==> config.mk <==
export PLATFORM = sky130hd
export DESIGN_NAME = gradient_line_rasterizer_core_flat
export DESIGN_NICKNAME = d
export VERILOG_FILES = /design/src/hw/rtl/glr_pkg.sv /design/src/hw/rtl/glr_channels.sv /design/src/hw/rtl/glr_blend_lane.sv /design/src/hw/rtl/glr_walker.sv /design/src/hw/rtl/gradient_line_rasterizer_core.sv /design/src/flat_wrapper.sv
export SDC_FILE = /design/constraint.sdc
export NUM_CORES = 2
export LEC_CHECK = 0
export BUFFER_PORTS_ARGS = -buffer_cell sky130_fd_sc_hd__buf_4
export CAP_MARGIN = 40
export CORE_ASPECT_RATIO = 1.25
export CORE_MARGIN = 5
export CORE_UTILIZATION = 45
export CTS_CLUSTER_DIAMETER = 80
export DETAILED_ROUTE_END_ITERATION = 12
export PLACE_DENSITY = 0.71
export SLEW_MARGIN = 20
export SYNTH_ARGS = -nofsm -noshare
export SYNTH_HDL_FRONTEND = slang
export SYNTH_SLANG_ARGS = --single-unit
==> constraint.sdc <==
create_clock -name clock -period 7.8 [get_ports clock]
set_clock_uncertainty 0.2 [all_clocks]
set_input_delay 0.39 -clock clock [delete_from_list [all_inputs] [get_ports clock]]
set_output_delay 0.39 -clock clock [all_outputs]
set_load 0.02 [all_outputs]
==> src/hw/rtl/glr_pkg.sv <==
// ----------------------------------------------------------------------------
// Gradient line rasterizer package
// Shared constants, register codes and control structs of the line rasterizer.
// ----------------------------------------------------------------------------
package glr_pkg;

   localparam int FIELD_BITS     = 16;   // coordinate field width on the channels
   localparam int COORD_BITS_DEF = 16;   // default internal coordinate width
   localparam int DIM_BITS       = 15;   // image width and height registers
   localparam int COLOR_BITS     = 24;
   localparam int CHAN_BITS      = 8;
   localparam int NUM_CHANS      = COLOR_BITS / CHAN_BITS;
   localparam int CSR_IDX_BITS   = 1;

   localparam logic [DIM_BITS-1:0] WIDTH_RESET  = 15'd1024;
   localparam logic [DIM_BITS-1:0] HEIGHT_RESET = 15'd768;

   localparam logic MODE_LOAD = 1'b0;
   localparam logic MODE_STEP = 1'b1;

   typedef enum logic [CSR_IDX_BITS-1:0] {
      CSR_IMAGE_WIDTH  = 1'b0,
      CSR_IMAGE_HEIGHT = 1'b1
   } csr_index_type;

   typedef struct packed {
      logic load;
      logic advance;
   } walk_ctl_type;

   typedef struct packed {
      logic mul;
      logic shift;
   } lane_ctl_type;

endpackage

==> src/hw/rtl/glr_channels.sv <==
// ----------------------------------------------------------------------------
// Gradient line rasterizer channels
// Valid/ready interfaces for the request, response and register write channels.
// ----------------------------------------------------------------------------
interface glr_req_if;
   logic                                valid;
   logic                                ready;
   logic                                mode;
   logic signed [glr_pkg::FIELD_BITS-1:0] start_x;
   logic signed [glr_pkg::FIELD_BITS-1:0] start_y;
   logic signed [glr_pkg::FIELD_BITS-1:0] end_x;
   logic signed [glr_pkg::FIELD_BITS-1:0] end_y;
   logic [glr_pkg::COLOR_BITS-1:0]      start_color;
   logic [glr_pkg::COLOR_BITS-1:0]      end_color;

   modport source (output valid, mode, start_x, start_y, end_x, end_y, start_color, end_color,
                   input ready);
   modport sink   (input valid, mode, start_x, start_y, end_x, end_y, start_color, end_color,
                   output ready);
endinterface

interface glr_rsp_if;
   logic                                valid;
   logic                                ready;
   logic signed [glr_pkg::FIELD_BITS-1:0] pixel_x;
   logic signed [glr_pkg::FIELD_BITS-1:0] pixel_y;
   logic [glr_pkg::COLOR_BITS-1:0]      pixel_color;
   logic                                visible;
   logic                                last;

   modport source (output valid, pixel_x, pixel_y, pixel_color, visible, last,
                   input ready);
   modport sink   (input valid, pixel_x, pixel_y, pixel_color, visible, last,
                   output ready);
endinterface

interface glr_csr_if;
   logic                              valid;
   logic                              ready;
   logic [glr_pkg::CSR_IDX_BITS-1:0]  index;
   logic [glr_pkg::DIM_BITS-1:0]      data;

   modport source (output valid, index, data, input ready);
   modport sink   (input valid, index, data, output ready);
endinterface

==> src/hw/rtl/glr_blend_lane.sv <==
// ----------------------------------------------------------------------------
// Color blend lane
// One 8-bit channel: |c2-c1|*i, then a restoring division by the
// step count, one quotient bit per cycle, MSB first.
// ----------------------------------------------------------------------------
module glr_blend_lane #(
   parameter int IDX_BITS = glr_pkg::COORD_BITS_DEF + 1
) (
   input  logic                          clock,
   input  glr_pkg::lane_ctl_type         ctl,
   input  logic [glr_pkg::CHAN_BITS-1:0] base,
   input  logic [glr_pkg::CHAN_BITS-1:0] target,
   input  logic [IDX_BITS-1:0]           step_index,
   input  logic [IDX_BITS-1:0]           step_total,
   output logic [glr_pkg::CHAN_BITS-1:0] channel
);

   localparam int CW  = glr_pkg::CHAN_BITS;
   localparam int PW  = CW + IDX_BITS;
   localparam int DVW = IDX_BITS + CW - 1;

   logic          neg;
   logic [CW-1:0] mag;
   logic          take;

   logic [PW-1:0]  rem_ff,  rem_in;
   logic [DVW-1:0] div_ff,  div_in;
   logic [CW-1:0]  quo_ff,  quo_in;

   assign neg  = target < base;
   assign mag  = neg ? (base - target) : (target - base);
   // A zero step count means equal endpoints: the quotient must stay zero.
   assign take = (div_ff != '0) && (rem_ff >= PW'(div_ff));

   always_comb begin
      rem_in = rem_ff;
      div_in = div_ff;
      quo_in = quo_ff;
      if (ctl.mul) begin
         rem_in = PW'(PW'(mag) * PW'(step_index));
         div_in = {step_total, {(CW-1){1'b0}}};
         quo_in = '0;
      end else if (ctl.shift) begin
         if (take) begin
            rem_in = rem_ff - PW'(div_ff);
         end
         div_in = div_ff >> 1;
         quo_in = {quo_ff[CW-2:0], take};
      end
   end

   always_ff @(posedge clock) begin
      rem_ff <= rem_in;
      div_ff <= div_in;
      quo_ff <= quo_in;
   end

   assign channel = neg ? (base - quo_ff) : (base + quo_ff);

endmodule

==> src/hw/rtl/glr_walker.sv <==
// ----------------------------------------------------------------------------
// Bresenham line walker
// Holds the line state, loads new endpoints and advances one pixel per step.
// ----------------------------------------------------------------------------
module glr_walker #(
   parameter int COORD_BITS = glr_pkg::COORD_BITS_DEF
) (
   input  logic                                   clock,
   input  logic                                   reset,
   input  glr_pkg::walk_ctl_type                  ctl,
   input  logic signed [glr_pkg::FIELD_BITS-1:0]  start_x,
   input  logic signed [glr_pkg::FIELD_BITS-1:0]  start_y,
   input  logic signed [glr_pkg::FIELD_BITS-1:0]  end_x,
   input  logic signed [glr_pkg::FIELD_BITS-1:0]  end_y,
   input  logic [glr_pkg::COLOR_BITS-1:0]         start_color,
   input  logic [glr_pkg::COLOR_BITS-1:0]         end_color,
   output logic                                   active,
   output logic [COORD_BITS-1:0]                  cur_x,
   output logic [COORD_BITS-1:0]                  cur_y,
   output logic                                   last,
   output logic [glr_pkg::COLOR_BITS-1:0]         color_a,
   output logic [glr_pkg::COLOR_BITS-1:0]         color_b,
   output logic [COORD_BITS:0]                    step_index,
   output logic [COORD_BITS:0]                    step_total
);

   localparam int CB  = COORD_BITS;
   localparam int DW  = CB + 1;
   localparam int EW  = CB + 3;
   localparam int E2W = CB + 4;

   logic signed [CB-1:0]  ax, ay, bx, by;
   logic signed [DW-1:0]  dxd, dyd;
   logic [DW-1:0]         adx, ady;
   logic signed [DW:0]    nady;
   logic signed [E2W-1:0] e2;
   logic                  move_x, move_y;
   logic signed [EW-1:0]  inc_x, inc_y;

   logic                  active_ff, active_in;
   logic signed [CB-1:0]  cur_x_ff, cur_x_in, cur_y_ff, cur_y_in;
   logic signed [CB-1:0]  tgt_x_ff, tgt_x_in, tgt_y_ff, tgt_y_in;
   logic [DW-1:0]         adx_ff, adx_in;
   logic signed [DW:0]    nady_ff, nady_in;
   logic                  dir_x_neg_ff, dir_x_neg_in, dir_y_neg_ff, dir_y_neg_in;
   logic signed [EW-1:0]  err_ff, err_in;
   logic [DW-1:0]         total_ff, total_in, index_ff, index_in;
   logic [glr_pkg::COLOR_BITS-1:0] color_a_ff, color_a_in, color_b_ff, color_b_in;

   // Coordinates are taken from the low COORD_BITS of the field.
   assign ax = CB'($unsigned(start_x));
   assign ay = CB'($unsigned(start_y));
   assign bx = CB'($unsigned(end_x));
   assign by = CB'($unsigned(end_y));

   assign dxd  = DW'(bx) - DW'(ax);
   assign dyd  = DW'(by) - DW'(ay);
   assign adx  = dxd[DW-1] ? DW'(-dxd) : DW'(dxd);
   assign ady  = dyd[DW-1] ? DW'(-dyd) : DW'(dyd);
   assign nady = -$signed({1'b0, ady});

   assign e2     = {err_ff, 1'b0};
   assign move_x = e2 >= E2W'(nady_ff);
   assign move_y = e2 <= E2W'($signed({1'b0, adx_ff}));
   assign inc_x  = move_x ? EW'(nady_ff) : EW'(0);
   assign inc_y  = move_y ? EW'($signed({1'b0, adx_ff})) : EW'(0);

   assign last = (cur_x_ff == tgt_x_ff) && (cur_y_ff == tgt_y_ff);

   always_comb begin
      active_in    = active_ff;
      cur_x_in     = cur_x_ff;
      cur_y_in     = cur_y_ff;
      tgt_x_in     = tgt_x_ff;
      tgt_y_in     = tgt_y_ff;
      adx_in       = adx_ff;
      nady_in      = nady_ff;
      dir_x_neg_in = dir_x_neg_ff;
      dir_y_neg_in = dir_y_neg_ff;
      err_in       = err_ff;
      total_in     = total_ff;
      index_in     = index_ff;
      color_a_in   = color_a_ff;
      color_b_in   = color_b_ff;
      if (ctl.load) begin
         active_in    = 1'b1;
         cur_x_in     = ax;
         cur_y_in     = ay;
         tgt_x_in     = bx;
         tgt_y_in     = by;
         adx_in       = adx;
         nady_in      = nady;
         dir_x_neg_in = !(ax < bx);
         dir_y_neg_in = !(ay < by);
         err_in       = EW'($signed({1'b0, adx})) + EW'(nady);
         total_in     = (adx > ady) ? adx : ady;
         index_in     = '0;
         color_a_in   = start_color;
         color_b_in   = end_color;
      end else if (ctl.advance) begin
         if (last) begin
            active_in = 1'b0;
         end else begin
            err_in = err_ff + inc_x + inc_y;
            if (move_x) begin
               cur_x_in = dir_x_neg_ff ? (cur_x_ff - CB'(1)) : (cur_x_ff + CB'(1));
            end
            if (move_y) begin
               cur_y_in = dir_y_neg_ff ? (cur_y_ff - CB'(1)) : (cur_y_ff + CB'(1));
            end
            index_in = index_ff + DW'(1);
         end
      end
   end

   always_ff @(posedge clock) begin
      if (reset) begin
         active_ff <= 1'b0;
      end else begin
         active_ff <= active_in;
      end
   end

   always_ff @(posedge clock) begin
      cur_x_ff     <= cur_x_in;
      cur_y_ff     <= cur_y_in;
      tgt_x_ff     <= tgt_x_in;
      tgt_y_ff     <= tgt_y_in;
      adx_ff       <= adx_in;
      nady_ff      <= nady_in;
      dir_x_neg_ff <= dir_x_neg_in;
      dir_y_neg_ff <= dir_y_neg_in;
      err_ff       <= err_in;
      total_ff     <= total_in;
      index_ff     <= index_in;
      color_a_ff   <= color_a_in;
      color_b_ff   <= color_b_in;
   end

   assign active     = active_ff;
   assign cur_x      = cur_x_ff;
   assign cur_y      = cur_y_ff;
   assign color_a    = color_a_ff;
   assign color_b    = color_b_ff;
   assign step_index = index_ff;
   assign step_total = total_ff;

endmodule

==> src/hw/rtl/gradient_line_rasterizer_core.sv <==
// ----------------------------------------------------------------------------
// Gradient line rasterizer core
// Bresenham line walker with a linear RGB gradient along the line.
// ----------------------------------------------------------------------------
// A load transaction (mode 0) gives no response. A step transaction (mode 1)
// on an active line is accepted, then forms |c2-c1|*i for the three color
// channels, runs a restoring division by the step count that gives the
// eight-bit quotient one bit at a time, and writes the pixel into the response
// register once that register is free. A step transaction with no active line
// is taken and gives nothing. The response register lets a new request in
// while an earlier pixel waits to be taken. Register writes are accepted in
// any cycle.
module gradient_line_rasterizer_core #(
   parameter int COORD_BITS = glr_pkg::COORD_BITS_DEF
) (
   input  logic       clock,
   input  logic       reset,
   glr_req_if.sink    req_bus,
   glr_rsp_if.source  rsp_bus,
   glr_csr_if.sink    csr_bus
);

   localparam int CB    = COORD_BITS;
   localparam int DB    = glr_pkg::DIM_BITS;
   localparam int CW    = glr_pkg::CHAN_BITS;
   localparam int CNT_W = $clog2(CW + 1);
   localparam int CMP_W = (CB > DB) ? CB : DB;

   typedef enum logic [2:0] {
      S_IDLE = 3'b001,
      S_CALC = 3'b010,
      S_HOLD = 3'b100
   } state_type;

   state_type              state_ff, state_in;
   logic [CNT_W-1:0]       cnt_ff, cnt_in;
   logic [DB-1:0]          width_ff, width_in, height_ff, height_in;

   logic                   rsp_valid_ff, rsp_valid_in;
   logic [glr_pkg::FIELD_BITS-1:0] pix_x_ff, pix_y_ff;
   logic [glr_pkg::COLOR_BITS-1:0] pix_color_ff, pix_color;
   logic                   visible_ff, last_ff;

   logic                   req_fire, csr_fire, out_free, hold_fire, visible;
   glr_pkg::walk_ctl_type  walk_ctl;
   glr_pkg::lane_ctl_type  lane_ctl;

   logic                   walk_active, walk_last;
   logic [CB-1:0]          cur_x, cur_y;
   logic [glr_pkg::COLOR_BITS-1:0] color_a, color_b;
   logic [CB:0]            step_index, step_total;

   assign req_bus.ready = (state_ff == S_IDLE);
   assign req_fire      = req_bus.valid && req_bus.ready;
   assign csr_bus.ready = 1'b1;
   assign csr_fire      = csr_bus.valid;
   assign out_free      = !rsp_valid_ff || rsp_bus.ready;
   assign hold_fire     = (state_ff == S_HOLD) && out_free;

   assign walk_ctl.load    = req_fire && (req_bus.mode == glr_pkg::MODE_LOAD);
   assign walk_ctl.advance = hold_fire;
   assign lane_ctl.mul     = (state_ff == S_CALC) && (cnt_ff == '0);
   assign lane_ctl.shift   = (state_ff == S_CALC) && (cnt_ff != '0);

   glr_walker #(
      .COORD_BITS (CB)
   ) u_walker (
      .clock       (clock),
      .reset       (reset),
      .ctl         (walk_ctl),
      .start_x     (req_bus.start_x),
      .start_y     (req_bus.start_y),
      .end_x       (req_bus.end_x),
      .end_y       (req_bus.end_y),
      .start_color (req_bus.start_color),
      .end_color   (req_bus.end_color),
      .active      (walk_active),
      .cur_x       (cur_x),
      .cur_y       (cur_y),
      .last        (walk_last),
      .color_a     (color_a),
      .color_b     (color_b),
      .step_index  (step_index),
      .step_total  (step_total)
   );

   for (genvar g = 0; g < glr_pkg::NUM_CHANS; g++) begin : g_lane
      glr_blend_lane #(
         .IDX_BITS (CB + 1)
      ) u_lane (
         .clock      (clock),
         .ctl        (lane_ctl),
         .base       (color_a[g*CW +: CW]),
         .target     (color_b[g*CW +: CW]),
         .step_index (step_index),
         .step_total (step_total),
         .channel    (pix_color[g*CW +: CW])
      );
   end

   assign visible = !cur_x[CB-1] && !cur_y[CB-1] &&
                    (CMP_W'(cur_x) < CMP_W'(width_ff)) &&
                    (CMP_W'(cur_y) < CMP_W'(height_ff));

   always_comb begin
      state_in = state_ff;
      cnt_in   = cnt_ff;
      unique case (state_ff)
         S_IDLE: begin
            cnt_in = '0;
            if (req_fire && (req_bus.mode == glr_pkg::MODE_STEP) && walk_active) begin
               state_in = S_CALC;
            end
         end
         S_CALC: begin
            cnt_in = cnt_ff + CNT_W'(1);
            if (cnt_ff == CNT_W'(CW)) begin
               state_in = S_HOLD;
            end
         end
         S_HOLD: begin
            if (out_free) begin
               state_in = S_IDLE;
            end
         end
         default: begin
            state_in = S_IDLE;
         end
      endcase
   end

   always_comb begin
      width_in  = width_ff;
      height_in = height_ff;
      if (csr_fire) begin
         unique case (csr_bus.index)
            glr_pkg::CSR_IMAGE_WIDTH:  width_in  = csr_bus.data;
            glr_pkg::CSR_IMAGE_HEIGHT: height_in = csr_bus.data;
            default: ;
         endcase
      end
   end

   assign rsp_valid_in = hold_fire || (rsp_valid_ff && !rsp_bus.ready);

   always_ff @(posedge clock) begin
      if (reset) begin
         state_ff     <= S_IDLE;
         cnt_ff       <= '0;
         width_ff     <= glr_pkg::WIDTH_RESET;
         height_ff    <= glr_pkg::HEIGHT_RESET;
         rsp_valid_ff <= 1'b0;
      end else begin
         state_ff     <= state_in;
         cnt_ff       <= cnt_in;
         width_ff     <= width_in;
         height_ff    <= height_in;
         rsp_valid_ff <= rsp_valid_in;
      end
   end

   // The pixel is captured before the walker moves on to the next one.
   always_ff @(posedge clock) begin
      if (hold_fire) begin
         pix_x_ff     <= glr_pkg::FIELD_BITS'(cur_x);
         pix_y_ff     <= glr_pkg::FIELD_BITS'(cur_y);
         pix_color_ff <= pix_color;
         visible_ff   <= visible;
         last_ff      <= walk_last;
      end
   end

   assign rsp_bus.valid       = rsp_valid_ff;
   assign rsp_bus.pixel_x     = pix_x_ff;
   assign rsp_bus.pixel_y     = pix_y_ff;
   assign rsp_bus.pixel_color = pix_color_ff;
   assign rsp_bus.visible     = visible_ff;
   assign rsp_bus.last        = last_ff;

endmodule
==> src/flat_wrapper.sv <==
// flat-port wrapper written by rule: the top's interface ports become plain ports
module gradient_line_rasterizer_core_flat 
#(
   parameter int COORD_BITS = glr_pkg::COORD_BITS_DEF
)
  (clock, reset, req_bus_valid, req_bus_mode, req_bus_start_x, req_bus_start_y, req_bus_end_x, req_bus_end_y, req_bus_start_color, req_bus_end_color, req_bus_ready, rsp_bus_valid, rsp_bus_pixel_x, rsp_bus_pixel_y, rsp_bus_pixel_color, rsp_bus_visible, rsp_bus_last, rsp_bus_ready, csr_bus_valid, csr_bus_index, csr_bus_data, csr_bus_ready);
  glr_req_if req_bus_i ();
  glr_rsp_if rsp_bus_i ();
  glr_csr_if csr_bus_i ();
  input  logic clock;
  input  logic reset;
  input wire logic [$bits(req_bus_i.valid)-1:0] req_bus_valid;
  input wire logic [$bits(req_bus_i.mode)-1:0] req_bus_mode;
  input wire logic [$bits(req_bus_i.start_x)-1:0] req_bus_start_x;
  input wire logic [$bits(req_bus_i.start_y)-1:0] req_bus_start_y;
  input wire logic [$bits(req_bus_i.end_x)-1:0] req_bus_end_x;
  input wire logic [$bits(req_bus_i.end_y)-1:0] req_bus_end_y;
  input wire logic [$bits(req_bus_i.start_color)-1:0] req_bus_start_color;
  input wire logic [$bits(req_bus_i.end_color)-1:0] req_bus_end_color;
  output wire logic [$bits(req_bus_i.ready)-1:0] req_bus_ready;
  output wire logic [$bits(rsp_bus_i.valid)-1:0] rsp_bus_valid;
  output wire logic [$bits(rsp_bus_i.pixel_x)-1:0] rsp_bus_pixel_x;
  output wire logic [$bits(rsp_bus_i.pixel_y)-1:0] rsp_bus_pixel_y;
  output wire logic [$bits(rsp_bus_i.pixel_color)-1:0] rsp_bus_pixel_color;
  output wire logic [$bits(rsp_bus_i.visible)-1:0] rsp_bus_visible;
  output wire logic [$bits(rsp_bus_i.last)-1:0] rsp_bus_last;
  input wire logic [$bits(rsp_bus_i.ready)-1:0] rsp_bus_ready;
  input wire logic [$bits(csr_bus_i.valid)-1:0] csr_bus_valid;
  input wire logic [$bits(csr_bus_i.index)-1:0] csr_bus_index;
  input wire logic [$bits(csr_bus_i.data)-1:0] csr_bus_data;
  output wire logic [$bits(csr_bus_i.ready)-1:0] csr_bus_ready;
  assign req_bus_i.valid = req_bus_valid;
  assign req_bus_i.mode = req_bus_mode;
  assign req_bus_i.start_x = req_bus_start_x;
  assign req_bus_i.start_y = req_bus_start_y;
  assign req_bus_i.end_x = req_bus_end_x;
  assign req_bus_i.end_y = req_bus_end_y;
  assign req_bus_i.start_color = req_bus_start_color;
  assign req_bus_i.end_color = req_bus_end_color;
  assign req_bus_ready = req_bus_i.ready;
  assign rsp_bus_valid = rsp_bus_i.valid;
  assign rsp_bus_pixel_x = rsp_bus_i.pixel_x;
  assign rsp_bus_pixel_y = rsp_bus_i.pixel_y;
  assign rsp_bus_pixel_color = rsp_bus_i.pixel_color;
  assign rsp_bus_visible = rsp_bus_i.visible;
  assign rsp_bus_last = rsp_bus_i.last;
  assign rsp_bus_i.ready = rsp_bus_ready;
  assign csr_bus_i.valid = csr_bus_valid;
  assign csr_bus_i.index = csr_bus_index;
  assign csr_bus_i.data = csr_bus_data;
  assign csr_bus_ready = csr_bus_i.ready;
  gradient_line_rasterizer_core #(.COORD_BITS(COORD_BITS)) u_core (.clock(clock), .reset(reset), .req_bus(req_bus_i), .rsp_bus(rsp_bus_i), .csr_bus(csr_bus_i));
endmodule
---- Word-level counts from Yosys, hierarchy flattened ----
Cells that the tools add are included.
storage, ports and cells
  flip-flop bits (word level) ............. 470
  bits of input ports ..................... 134
  output and inout bits ................... 61
  word-level logic and storage cells ...... 189
cells by class
  $add $sub $neg .......................... 29
  $mul .................................... 3
  order comparisons ....................... 13
  equal/unequal tests ..................... 10
  multiplexer cells ....................... 47
  bitwise operators ....................... 3
  reductions and logical operators ........ 48
operators with widths
  kind                   count
  $mux 25                9
  $mux 16                10
  $mux 24                6
  $mux 19                4
  $ge 25x24->1           3
  $mul 8x17->25          3
  $sub 25x24->25         3
  $reduce_bool 24->1     3
  $sub 8x8->8            9
  $mux 17                4
  $mux 8                 6
  $neg 17->17            2
  $sub 16x16->17         2
  $add 16x2->16 const B  2
  $eq 16x16->1           2
  $lt 16x15->1           2
  $lt 16x16->1           2
  $sub 16x2->16 const B  2
  $add 8x8->8            3
  $lt 8x8->1             3
  $ge 20x18->1           1
  $le 20x18->1           1
  $add 18x18->19         1
  $add 19x18->19         1
  24 further kinds       69

---- Logic depth before layout (Yosys ltp) ----
  depth after elaboration ................. 7
  gate-level depth with buffers ........... 37
  mapped depth without buffers ............ 35

---- Cells and area by module ----
A second synthesis with hierarchy kept.
second synthesis, totals
  cells, all modules ...................... 4,962
  area total of the unflattened synthesis .. 46,377.0 um^2
by module, submodules not included
  module                                     instances  cells an instance  area each (um^2)  sequential area each (um^2)
  glr_walker                                 1          1,520              14,978.1          5,915.7
  glr_blend_lane at u_core.g_lane[0].u_lane  1          1,032              9,226.3           1,561.5
  glr_blend_lane at u_core.g_lane[2].u_lane  1          1,034              9,126.3           1,561.5
  glr_blend_lane at u_core.g_lane[1].u_lane  1          1,018              9,022.4           1,561.5
  gradient_line_rasterizer_core              1          358                4,023.9           2,502.4

---- Least setup slack after synthesis ----
No wires, ideal clock.
  path kind ............................... flip-flop to flip-flop
  start ................................... register u_core.u_walker.color_b_ff, in the netlist u_core.u_walker.color_b[16]
  end ..................................... register u_core.g_lane[2].u_lane.rem_ff[23] (data pin)
  setup time .............................. 0.268 ns
  data arrival time ....................... 7.802 ns
  required time ........................... 7.332 ns
  path slack .............................. -0.471 ns
  cell stages (with the launch flop) ...... 35
  buffers on the path ..................... 2
  period minus slack after synthesis ...... 8.271 ns
  path through ............................ edfxtp_1 -> inv_1 -> ha_1 -> inv_1 -> fa_1 -> a21o_1 -> a21o_1 -> a21oi_1 -> o21ai_0 -> o211ai_1 -> clkbuf_1 -> mux2i_1 -> o221a_2 -> o31a_1 -> mux2i_1 -> nor2_1 -> clkbuf_1 -> and2_1 -> fa_1 -> fa_1 -> fa_1 -> inv_1 -> fa_1 -> inv_1 -> ha_1 -> a21o_1 -> a21oi_1 -> o21ai_0 -> o31a_1 -> o21a_1 -> nor2_1 -> o2111ai_1 -> o41ai_1 -> xor2_1 -> o21ai_0
on the way
  word-level cells in the longest chain between the ends .. 4
  elaborated cells on any way between the ends .. 6
  classes of those cells .................. 2 x add/sub; 1 x mul; 1 x order compare; 2 x mux
RTL lines
  item                                       RTL line                                    text
  start: declaration                         glr_walker.sv:48                            logic [glr_pkg::COLOR_BITS-1:0] color_a_ff, color_a_in, color_b_ff, color_b_in;
  start signal: assignment                   glr_walker.sv:137                           color_b_ff <= color_b_in;
  $sub 8x8->8 or $lt 8x8->1 (tied branches)  glr_blend_lane.sv:31, glr_blend_lane.sv:30
  $mux 8 *                                   glr_blend_lane.sv:31                        assign mag = neg ? (base - target) : (target - base);
  $mul 8x17->25 *                            glr_blend_lane.sv:40                        rem_in = PW'(PW'(mag) * PW'(step_index));
  $mux 25 *                                  glr_blend_lane.sv:39                        if (ctl.mul) begin
  via u_core.g_lane[2].u_lane.rem_in[23]     glr_blend_lane.sv:26                        logic [PW-1:0] rem_ff, rem_in;
  end signal: assignment                     glr_blend_lane.sv:53                        rem_ff <= rem_in;
  end: declaration                           glr_blend_lane.sv:26
The timed path passes the listed nets; every way through them passes the cells marked *.
A chain may end at the register's enable or synchronous reset.

---- Worst setup path after layout ----
  start ................................... register u_core.u_walker.color_b_ff, in the netlist u_core.u_walker.color_b[16]
  end ..................................... register u_core.g_lane[2].u_lane.rem_ff[22] (data pin)
The elaborated chain is that of the path after synthesis.

==> metrics <==
outcome=finished, violations left; failing checks=setup timing; CP arrival=8080 ps; synth unique cells=93; Die W=286 microns; drt drc=0; gr ovfl total=0; clock latency at the later pin of the worst-skew pair=about 640 ps; Syn Area/Cell=between 9 and 10 sq um; setup ws final=-150 ps; crit-path max cell delay=approximately 540 ps; capturing point of the worst reg2reg path=u_core.g_lane[2].u_lane.rem_ff[22]$_DFFE_PP_; Port Buffers=roughly 190; Post-DP HPWL=92000 microns; Crit. End Element=flop; Syn Inst Count=between 4000 and 5000; register clock-pin slew on the reported worst setup and hold paths=approximately 60 ps; Setup Viol. Count Final=3; TritonCTS clock tree=yes; total iterations of the first detailed-routing run=6; post-synthesis cell area=roughly 0.043 sq mm; post-route clock period utilization=102%; slowest stage cell, crit path=fa_1; Initial DRC Count=between 2000 and 2500; crit path launch type=flop; sequential area share after synthesis=between 20% and 30%; Top FF cell, synth=edfxtp_1; H-Tree Depth=2; Vias=roughly 35000; Die Area=0.102 sq mm; Hold Path Class=in -> reg; Power Density=roughly 220 mW/mm^2; most frequent CP cell=fa_1; IO Count=slightly below 200; drt total wl=roughly 120000 microns; fmax=roughly 130 MHz; share of layout cells above drive strength 1=13.7%; Num CTS Buffers=47; worst path required time=roughly 7900 ps; r2r setup slk=-150 ps; DR WL/cell=18.9 microns; RSZ-0062 raised after global routing=yes; multi-input gate area in the final layout=between 0.02 and 0.03 sq mm; Max Root-Sink Buffers=3; Reg-to-Reg Start=u_core.u_walker.color_b[16]$_DFFE_PP_; Critical Path Sink=u_core.g_lane[2].u_lane.rem_ff[22]$_DFFE_PP_; Worst VDD drop=about 0.22 mV; Place WS=-275 ps; std cell rows=~130; via count of the first global-routing pass=roughly 36000; Placer Congestion=a little over 0.9; root buf cell=clkbuf_16; Synthesized Nets=between 5000 and 6000; CTS Sinks=422; Final Max Slew Viols=0; first-pass GRT wire length=about 190000 microns; EDFF count, synth=335; min Tclk post-route=7950 ps; CP Launch Point=u_core.u_walker.color_b[16]$_DFFE_PP_; Fin. Hold Viols=0; post-route antenna net violation count=0; Ys Warns=0; core area=around 0.095 sq mm; power after layout=about 11000 uW; R2R depth=38; final hold slack=between 150 and 200 ps; WS Path Type=reg -> reg; Initial Util=between 40% and 50%; Async S/R FF share, synth=0%; All-Layer GR Usage=23.0%; largest net degree at the start of global routing=75; filler instances=approximately 8300; Leak Pwr=about 0.024 uW; relative slew slack=between 40% and 50%; crit-path max FO=6; Max Cap Violations=0; Area Overhead vs Synth=19.1%; Die Y=roughly 360 microns; Storage cell area=roughly 0.012 sq mm; Final nets=around 6000; DR vias/cell=around 5.5; setup tns final=-243 ps; Seq cells post-synth=422; worst-margin pin slew=862 ps; initial antenna violation count=9
[how the worst min path moves through the flow]
stage / from / end / cells after the start
floorplan: u_core.height_ff[10]$_SDFFE_PP0P_ / u_core.height_ff[10]$_SDFFE_PP0P_ / 2
global route: csr_bus_valid / u_core.width_ff[4]$_SDFFE_PP0P_ / 5
global placement: u_core.width_ff[13]$_SDFFE_PP0P_ / u_core.width_ff[13]$_SDFFE_PP0P_ / 2
detailed placement: u_core.width_ff[11]$_SDFFE_PP0P_ / u_core.width_ff[11]$_SDFFE_PP0P_ / 2
finish: csr_bus_valid / u_core.width_ff[4]$_SDFFE_PP0P_ / 5
CTS: csr_bus_valid / u_core.width_ff[7]$_SDFFE_PP0P_ / 5
[final cells by class]
cell class                      instances  area share, %
Antenna cell                            9         0.0441
Timing Repair Buffer                  558           9.41
Sequential cell                       422           23.1
Clock buffer                           61           2.50
Multi-Input combinational cell       3431           56.7
Tap cell                             1216           2.98
Clock inverter                         27          0.520
Inverter                              647           4.77
[sequential cells by signal (all words and copies together) (netlist names), 17 cells and up]
register / flops
u_core.u_walker.err_ff: 19
u_core.rsp_bus.pixel_color: 24
u_core.g_lane.u_lane.quo_ff: 24
u_core.u_walker.color_a: 24
u_core.u_walker.step_index: 17
u_core.u_walker.adx_ff: 17
u_core.u_walker.step_total: 17
u_core.u_walker.nady_ff: 18
u_core.g_lane.u_lane.rem_ff: 75
u_core.u_walker.color_b: 24
u_core.g_lane.u_lane.div_ff: 24
[timing repair]
action	CTS	global route
setup buffers	11	25
hold buffers	140	0
endpoints found under the hold margin	150	0
endpoints found under the setup margin	16	31
gates resized for setup	46	149
pin swaps	58	111
gates cloned	0	1
[stage by stage]
| stage | util [%] | instances | cell area (sq um) |
|---|---|---|---|
| after floorplan | - | 4645 | 43000 |
| after global placement | 49.5 | 6088 | 46800 |
| after detailed placement | 49.7 | 6100 | 47000 |
| after CTS | 53.0 | 6338 | 50200 |
| after global routing | 54.0 | 6369 | 51000 |
| final | 54.0 | 6371 | 51100 |
[power breakdown]
part	total, uW	internal [uW]	switching [uW]
sequential	3160	2940	227
clock	2260	1240	1010
combinational	5680	2470	3220
total	11100	6650	4460
[cells in the final DEF (no fill, tap or decap), types with 16 or more instances in the layout]
cell type / synthesis / final
mux2i_1: 48 / 38
nor2b_1: 146 / 144
xor2_1: 149 / 145
nand4_1: 34 / 34
nand3_1: 65 / 63
a21o_1: 111 / 111
xnor2_1: 176 / 170
nand2b_1: 55 / 55
a21oi_2: 2 / 19
ha_4: 0 / 18
nor4_1: 25 / 25
inv_1: 647 / 623
o21ai_0: 178 / 155
o21ai_1: 6 / 18
nor3_1: 74 / 71
nand2_1: 367 / 358
or3_1: 42 / 41
o22ai_1: 17 / 17
fa_1: 305 / 298
o21bai_1: 30 / 28
clkbuf_16: 0 / 48
and2_4: 0 / 18
a211oi_1: 22 / 20
a31oi_1: 20 / 20
buf_4: 2 / 384
dfxtp_1: 87 / 87
o21a_1: 31 / 31
nor2_1: 243 / 238
and2_1: 248 / 230
a21oi_1: 309 / 290
o31ai_1: 35 / 34
a22o_1: 16 / 16
ha_1: 464 / 444
and3_1: 21 / 20
inv_2: 0 / 23
dlygate4sd3_1: 0 / 140
buf_6: 3 / 16
edfxtp_1: 335 / 335
[Yosys cell counts (17+ instances only)]
master / number / area share [%]
dfxtp_1: 87 / 4.1
o31ai_1: 35 / 0.61
clkbuf_1: 133 / 1.2
nor2_1: 243 / 2.1
xor2_1: 149 / 3.0
ha_1: 464 / 14
a31oi_1: 20 / 0.29
a21o_1: 111 / 1.9
nor4_1: 25 / 0.36
nand4_1: 34 / 0.50
o21ai_0: 178 / 2.1
o21a_1: 31 / 0.54
mux2i_1: 48 / 1.1
and2_1: 248 / 3.6
nor3_1: 74 / 0.86
o21bai_1: 30 / 0.53
nand2_1: 367 / 3.2
nand2b_1: 55 / 0.80
or3_1: 42 / 0.61
a21oi_1: 309 / 3.6
xnor2_1: 176 / 3.6
a211oi_1: 22 / 0.39
nor2b_1: 146 / 2.1
fa_1: 305 / 14
nand3_1: 65 / 0.76
inv_1: 647 / 5.7
and3_1: 21 / 0.31
edfxtp_1: 335 / 23
o22ai_1: 17 / 0.25
[cell families (layout without fill, tap and decap cells)]
family | Yosys count | after routing | synth area share, %
flip-flops | 422 | 422 | 27.5
other | 1 | 10 | 0.00875
multiplexers | 58 | 58 | 1.38
buffers and inverters | 792 | 1293 | 7.00
AO/OA/AOI/OAI | 899 | 899 | 13.3
XOR/XNOR | 326 | 326 | 6.68
adder cells (fa/ha/maj) | 769 | 769 | 27.8
AND/OR/NAND/NOR | 1378 | 1378 | 16.3
[worst max-delay path: cells and delay by family, from the launching register on]
family,cells,cell delay (ps)
XOR/XNOR,2,420
flip-flops,1,410
adder cells (fa/ha/maj),7,2770
AND/OR/NAND/NOR,3,290
buffers and inverters,10,1010
multiplexers,1,210
AO/OA/AOI/OAI,15,2330
[metal layers]
layer  global-route usage (%)  share of wire, %  vias up
met5                        0                 0        -
li1                         -                 -    16613
met4                     10.3               5.0        0
met1                     27.0                39    17308
met2                     42.3                51      977
met3                     2.59               4.6      296
Power figures use the tool's default switching activity.
